**src/rtl/core/swm_pkg.sv**
```systemverilog
// Shared types and constants of the sliding window maximum unit.
// No dependencies.
package swm_pkg;

  localparam int unsigned SAMPLE_W         = 16;
  localparam int unsigned CFG_W            = 5;
  localparam int unsigned DEFAULT_MAX_WIN  = 16;
  localparam logic [CFG_W-1:0] WINDOW_RST  = 5'd1;

  typedef struct packed {
    logic [SAMPLE_W-1:0] hit_count;
    logic                end_of_sequence;
  } swm_in_t;

  typedef struct packed {
    logic [SAMPLE_W-1:0] window_max;
    logic                final_window;
  } swm_out_t;

endpackage

```
**src/rtl/core/swm_cell.sv**
```systemverilog
// One cell of the window chain: holds the maximum of the newest samples up to its depth.
// Depends on swm_pkg.
module swm_cell import swm_pkg::*; (
  input  logic                clk_i,
  input  logic                rst_ni,
  input  logic                shift_i,
  input  logic                clear_i,
  input  logic [SAMPLE_W-1:0] sample_i,
  input  logic [SAMPLE_W-1:0] prev_max_i,
  output logic [SAMPLE_W-1:0] next_max_o,
  output logic [SAMPLE_W-1:0] max_o
);

  logic [SAMPLE_W-1:0] max_q;
  logic [SAMPLE_W-1:0] max_d;

  assign next_max_o = (sample_i > prev_max_i) ? sample_i : prev_max_i;

  always_comb begin
    max_d = max_q;
    if (shift_i) begin
      max_d = clear_i ? '0 : next_max_o;
    end
  end

  always_ff @(posedge clk_i or negedge rst_ni) begin
    if (!rst_ni) begin
      max_q <= '0;
    end else begin
      max_q <= max_d;
    end
  end

  assign max_o = max_q;

endmodule

```
**src/rtl/core/sliding_window_max_unit.sv**
```systemverilog
// Sliding window maximum unit: accepts one hit count per cycle; once the
// current sequence holds at least the configured window length of samples,
// every sample yields the maximum of the newest window-length of them from an
// output register loaded at acceptance. The input stalls only while that
// register holds a result that the output side stalls. Each cell k of the
// chain keeps the maximum of the newest k+1 samples and takes its neighbor's
// value and the new sample in the same cycle, so one compare per cell plus the
// window-select mux sets the cycle. A sample carrying end_of_sequence clears the
// chain afterwards. A window length above MAX_WINDOW acts as MAX_WINDOW; a
// window length of 0 gives no result.
// Depends on swm_pkg and swm_cell.
module sliding_window_max_unit import swm_pkg::*; #(
  parameter int unsigned MAX_WINDOW = DEFAULT_MAX_WIN
) (
  input  logic             clk_i,
  input  logic             rst_ni,
  input  logic             in_valid_i,
  output logic             in_stall_o,
  input  swm_in_t          in_data_i,
  output logic             out_valid_o,
  input  logic             out_stall_i,
  output swm_out_t         out_data_o,
  input  logic             cfg_valid_i,
  output logic             cfg_ready_o,
  input  logic [CFG_W-1:0] cfg_data_i
);

  localparam int unsigned WIN_W = $clog2(MAX_WINDOW + 1);
  localparam int unsigned IDX_W = (MAX_WINDOW > 1) ? $clog2(MAX_WINDOW) : 1;
  localparam int unsigned CMP_W = (WIN_W > CFG_W) ? WIN_W : CFG_W;

  logic [CFG_W-1:0]    win_len_q;
  logic [WIN_W-1:0]    fill_q, fill_d;
  logic                out_valid_q, out_valid_d;
  swm_out_t            out_data_q, out_data_d;

  logic                accept;
  logic                last;
  logic [SAMPLE_W-1:0] sample;
  logic [CMP_W-1:0]    ws_ext;
  logic [WIN_W-1:0]    win;
  logic [WIN_W-1:0]    fill_next;
  logic [IDX_W-1:0]    sel;
  logic                produce;

  logic [SAMPLE_W-1:0] prev_max [MAX_WINDOW];
  logic [SAMPLE_W-1:0] next_max [MAX_WINDOW];
  logic [SAMPLE_W-1:0] cell_max [MAX_WINDOW];

  assign in_stall_o  = out_valid_q && out_stall_i;
  assign accept      = in_valid_i && !in_stall_o;
  assign sample      = in_data_i.hit_count;
  assign last        = in_data_i.end_of_sequence;
  assign cfg_ready_o = 1'b1;

  always_ff @(posedge clk_i or negedge rst_ni) begin
    if (!rst_ni) begin
      win_len_q <= WINDOW_RST;
    end else if (cfg_valid_i && cfg_ready_o) begin
      win_len_q <= cfg_data_i;
    end
  end

  assign ws_ext = CMP_W'(win_len_q);
  assign win    = (ws_ext > CMP_W'(MAX_WINDOW)) ? WIN_W'(MAX_WINDOW) : WIN_W'(ws_ext);

  for (genvar k = 0; k < MAX_WINDOW; k++) begin : g_cell
    if (k == 0) begin : g_head
      assign prev_max[k] = '0;
    end else begin : g_link
      assign prev_max[k] = cell_max[k-1];
    end
    swm_cell u_cell (
      .clk_i      (clk_i),
      .rst_ni     (rst_ni),
      .shift_i    (accept),
      .clear_i    (last),
      .sample_i   (sample),
      .prev_max_i (prev_max[k]),
      .next_max_o (next_max[k]),
      .max_o      (cell_max[k])
    );
  end

  assign fill_next = (fill_q == WIN_W'(MAX_WINDOW)) ? fill_q : fill_q + WIN_W'(1);
  assign sel       = IDX_W'(win - WIN_W'(1));
  assign produce   = (win != '0) && (fill_next >= win);

  always_comb begin
    fill_d      = fill_q;
    out_valid_d = out_valid_q;
    out_data_d  = out_data_q;
    if (accept) begin
      fill_d                  = last ? '0 : fill_next;
      out_valid_d             = produce;
      out_data_d.window_max   = next_max[sel];
      out_data_d.final_window = last;
    end else if (!out_stall_i) begin
      out_valid_d = 1'b0;
    end
  end

  always_ff @(posedge clk_i or negedge rst_ni) begin
    if (!rst_ni) begin
      fill_q      <= '0;
      out_valid_q <= 1'b0;
    end else begin
      fill_q      <= fill_d;
      out_valid_q <= out_valid_d;
    end
  end

  always_ff @(posedge clk_i) begin
    out_data_q <= out_data_d;
  end

  assign out_valid_o = out_valid_q;
  assign out_data_o  = out_data_q;

endmodule

```
**config.mk**
```make
export PLATFORM = sky130hd
export DESIGN_NAME = sliding_window_max_unit
export DESIGN_NICKNAME = d
export VERILOG_FILES = /design/src/rtl/core/swm_pkg.sv /design/src/rtl/core/swm_cell.sv /design/src/rtl/core/sliding_window_max_unit.sv
export SDC_FILE = /design/constraint.sdc
export NUM_CORES = 1
export LEC_CHECK = 0
export BUFFER_PORTS_ARGS = -buffer_cell sky130_fd_sc_hd__buf_2
export CAP_MARGIN = 20
export CORE_MARGIN = 4
export CORE_UTILIZATION = 58
export CTS_CLUSTER_DIAMETER = 50
export DETAILED_ROUTE_END_ITERATION = 10
export GPL_ROUTABILITY_DRIVEN = 0
export GPL_TIMING_DRIVEN = 1
export PLACE_DENSITY = 0.78
export SETUP_SLACK_MARGIN = 0.5
export SLEW_MARGIN = 20
export SYNTH_ARGS = -nofsm -noshare
export SYNTH_HDL_FRONTEND = slang
export SYNTH_SLANG_ARGS = --single-unit
export TNS_END_PERCENT = 100
```
**constraint.sdc**
```tcl
create_clock -name clk_i -period 3.3 [get_ports clk_i]
set_clock_uncertainty 0.2 [all_clocks]
set_input_delay 0.495 -clock clk_i [delete_from_list [all_inputs] [get_ports clk_i]]
set_output_delay 0.495 -clock clk_i [all_outputs]
set_load 0.005 [all_outputs]
```
==> qor.txt, run 1 <==
Outcome: aborted with a tool error
Stopped at: global routing
Error: [ERROR GRT-0232] Routing congestion too high. Check the congestion heatmap in the GUI.
Yosys cell types: 83
Post-Syn Area: 20,900 um2
Largest net degree at the start of global routing: 148
Total gr overflow: 328
Rows: 69
Worst EP Category: register input
Dominant cell type by area after synthesis: dfrtp_1
Initial Util: 58.7%
H-tree levels: 2
Top post-synthesis cells by area: dfrtp_1 30%, ha_1 15%, o22ai_1 7.1%
Die X: 198 um
Seq/Total Area, Yosys: 32.5%
Post-synthesis instance total: 2,476
Syn. warnings: 0
Number of flops mapped to enable cells by yosys: 17
Synthesized area per cell: 8.43 um2
Clock tree buffer depth: 3
Synthesized flop and latch total: 268
Die height: 198 um
Syn Nets: 2,751
Main synth FF type: dfrtp_1
Cell with the most instances after synthesis: a21oi_1
Area after DPL: 26,100 um2
Top cells by count, synth: 290 x a21oi_1, 250 x dfrtp_1, 249 x inv_1
DP Wirelength: 69,100 um
Post-synth top area share: 30.0%
All-Layer GR Usage: 81.3%
Post-GRT worst EP: out_data_o[12]$_DFFE_PP_/D
I/O Buffers: 45
Root buffer cell: clkbuf_16
Clock buffer count from CTS: 42
IO Pins: 47
Asr flop ratio synth: 93.7%
Clock tree sinks: 268
==> what timing repair did <==
action	4_1_cts
cloned	2
resized for setup	227
endpoints found under the hold margin	67
setup buffers	59
pin swaps	63
hold buffers	6
setup endpoints to repair	76
==> metrics by stage <==
step / std cells / worst slack (ns) / setup TNS, ns
floorplan: 2476 / 0.161 / 0
global placement: 3343 / -0.649 / -9.35
detailed placement: 3343 / -0.736 / -12.20
CTS: 3484 / -0.0736 / -0.185
==> routing by layer <==
| layer | global-route usage (%) | overflow |
|---|---|---|
| met1 | 80.6 | 15 |
| met2 | 92.4 | 171 |
| met3 | 72.9 | 22 |
| met4 | 79.9 | 119 |
| met5 | 48.6 | 1 |
==> kinds of logic after synthesis <==
family / count (synthesis) / share of synthesized area (%)
xor+xnor: 7 / 0.294
other cells: 1 / 0.0180
fa+ha+maj: 248 / 14.9
compound gates: 935 / 29.1
mux: 65 / 3.16
flops: 268 / 32.5
simple gates: 537 / 12.4
buf+inv: 415 / 7.59
==> run 2, diff against run 1 <==
Settings changed: CORE_UTILIZATION 58 to 40, CTS_CLUSTER_DIAMETER 50 to not set, PLACE_DENSITY 0.78 to not set, PLACE_DENSITY_LB_ADDON set to 0.15, SETUP_SLACK_MARGIN 0.5 to not set.
Clock period 3.3 ns to 4.3 ns, I/O delays scaled along.
==> run 2 against run 1 <==
  * Area after synthesis did not move
  * The flow now finishes, with violations (negative hold slack)
  * Synthesized cell count stayed put
==> qor.txt, run 2 <==
Tmin final: 4.12 ns
Most frequent cells in the layout: 290 x a21oi_1, 250 x dfrtp_1, 248 x inv_1, 248 x ha_1, 238 x o22ai_1
CORE AREA: 51,500 um2
CP most frequent cell: buf_4
DRC violations left: 0
Root buffer cell: clkbuf_16
CP max stage delay: 0.51 ns
Max reg flops: 240
GR Layer Usage met2: 48.2%
Syn Nets: 2,751 (unchanged)
Met1 Usage GRT: 42.8%
Top post-synthesis cells by area: dfrtp_1 30%, ha_1 15%, o22ai_1 7.1%
Failing checks: negative hold slack
Post-route setup TNS: 0 ns
Worst Path Buf+Inv: 4
Grt peak-use layer: met2
Syn. warnings: 0 (unchanged)
Crit path cell chain: buf_2, buf_4, ha_1, nand4_1, nor4_2, and4_1, nor2_1, buf_4, a21oi_1, o221ai_1, a2111oi_2, buf_4, a211oi_1
Req. time, crit path: 4.39 ns
Worst setup SP type: primary input
Arr. time, crit path: 4.21 ns
Max cap viols: 0
Initial Util: 40.5% (-18 points)
Die X: 236 um (+20%)
CP Class: in2reg
Most common cell after layout, fill and taps aside: a21oi_1
Vias in the first global route: 21.2k
Total gr overflow: 0
Post-DRT Antenna Nets: 0
Post-Syn Area: 20,900 um2 (unchanged)
Top cells by count, synth: 290 x a21oi_1, 250 x dfrtp_1, 249 x inv_1
Dominant cell type by area after synthesis: dfrtp_1
Clock tree buffer depth: 3 (unchanged)
Die height: 236 um (+20%)
Worst path top cell family by delay: compound AO/OA/AOI/OAI gates
Pleak: 10.7 nW
Hold Crit Class: in2async
Worst-Skew Late Latency: 0.56 ns
Worst-path fanout max: 16
Max Fclk: 0.243 GHz
Critical Path Slowest Stage Cell: a2111oi_2
DR vias/cell: 6.51
Synthesized flop and latch total: 268 (unchanged)
Cell with the most instances after synthesis: a21oi_1
Overall routed net length: 92,700 um
Rows: 83 (+20%)
Main synth FF type: dfrtp_1
Worst hold slack: -0.0513 ns
IO Pins: 47 (unchanged)
Least-Margin Pin Slew: 1.12 ns
H-tree levels: 2 (unchanged)
First-pass DRT Iterations: 6
Die ar.: 55,900 um2
Clock buffer count from CTS: 35 (-17%)
I/O Buffers: 45 (unchanged)
Worst Setup End Kind: register
DP Wirelength: 68,400 um (-0.98%)
All-Layer GR Usage: 32.0%
Post-synthesis instance total: 2,476 (unchanged)
Synthesized area per cell: 8.43 um2 (unchanged)
Pwr dens: 504 nW/um2
Number of failing hold endpoints at the final stage: 32
Final setup viols: 0
Share of cells above drive strength 1: 14.3%
Worst vdd ir: 0.291 mV
RSZ-0062 raised after global routing: false
Number of flops mapped to enable cells by yosys: 17 (unchanged)
First-pass GRT wire length: 137,000 um
Final Net Count: 2,903
Initial antenna violation count: 2
Largest net degree at the start of global routing: 135
TritonCTS clock tree: built
Layout area overhead: 17.6%
Total number of vias: 21.7k
Number of antenna diodes: 0
Slew Viols, Final: 0
M3 GR Usage: 7.22%
Clock tree sinks: 268 (unchanged)
Seq/Total Area, Yosys: 32.5% (unchanged)
Clock transition at the registers of the reported paths: 0.06 ns
Post-synth top area share: 30.0% (unchanged)
Outcome: finished, violations left
Iteration-0 DRC Markers: 2,761
Crit share post-route: 95.9%
Yosys cell types: 83 (unchanged)
Slew headroom: 24.2%
Asr flop ratio synth: 93.7% (unchanged)
Drt wl/cell: 27.8 um
[run 2: cell counts after synthesis]
No cell type changed its count.
[run 2: power breakdown]
group,internal (mW),switching [mW],leakage [nW]
Sequential,3.10,0.482,3.49
Clock,1.81,1.24,0.570
Combinational,2.13,3.61,6.62
[run 2: final cells by class]
class	count	area, um2
Inverter	253	957
Sequential cell	268	6790
Tap cell	680	851
Multi-Input combinational cell	1793	12500
Clock buffer	51	1050
Clock inverter	10	103
Timing Repair Buffer	277	2260
Fill cell	5115	27000
[run 2: timing repair]
item                                    in CTS  in global routing
setup buffers                                0                  0
endpoints found under the setup margin       0                  2
hold buffers                                 0                  0
resized for setup                            0                  3
[run 2: worst reg2reg max path, cell delays in order, from the launching register on]
cell and delay [ns]:
dfrtp_1 0.39, inv_1 0.13, ha_1 0.32, nand4_1 0.21
nor4_1 0.39, a21boi_0 0.27, o41a_1 0.29, nor2_1 0.09
nor2_2 0.15, buf_4 0.20, a221oi_1 0.10, buf_4 0.17
a2111oi_1 0.74, a211oi_1 0.17
[run 2: metrics by stage]
stage	utilization [%]	worst slack (ns)	area [um2]	std cells	power, mW
2_1_floorplan	-	0.544	20900	2476	6.79
3_3_place_gp	45.4	-0.422	23400	3271	9.06
3_5_place_dp	45.4	-0.450	23400	3271	9.15
4_1_cts	47.7	0.0797	24500	3332	12.2
5_1_grt	47.7	0.0251	24600	3332	13.0
6_report	47.7	0.177	24600	3332	12.4
[run 2: final timing paths]
check	depth (start not counted)	startpoint	endpoint	slack (ns)
worst max register to register	13	g_cell[13].u_cell.max_o[9]$_DFFE_PN0P_	out_data_o[16]$_DFFE_PP_	0.19
worst min register to register	2	g_cell[0].u_cell.max_o[1]$_DFFE_PN0P_	g_cell[0].u_cell.max_o[1]$_DFFE_PN0P_	0.28
min in group clk_i	2	cfg_data_i[1]	win_len_q[1]$_DFFE_PN0P_	0.13
max in group asynchronous	2	rst_ni	g_cell[10].u_cell.max_o[4]$_DFFE_PN0P_	2.91
worst min-delay path	1	rst_ni	g_cell[14].u_cell.max_o[12]$_DFFE_PN0P_	-0.05
worst max-delay path	13	in_data_i[14]	out_data_o[6]$_DFFE_PP_	0.18
[run 2: kinds of logic (layout without fill, tap and decap cells)]
kind of cell	Yosys count	count (layout)	synth area share (%)
other	1	1	0.0180
and+or+nand+nor	537	537	12.4
DFF	268	268	32.5
AOI/OAI and AO/OA	935	935	29.1
muxes	65	65	3.16
adders and majority gates	248	248	14.9
xor gates and xnor gates	7	7	0.294
buffers and inverters	415	591	7.59
[run 2: routing by layer]
| layer | vias up | wire length (um) |
|---|---|---|
| li1 | 9618 | - |
| met1 | 10536 | 38000 |
| met2 | 1230 | 39400 |
| met3 | 311 | 9260 |
| met4 | 2 | 6120 |
| met5 | - | 11 |
Power figures use the tool's default switching activity.
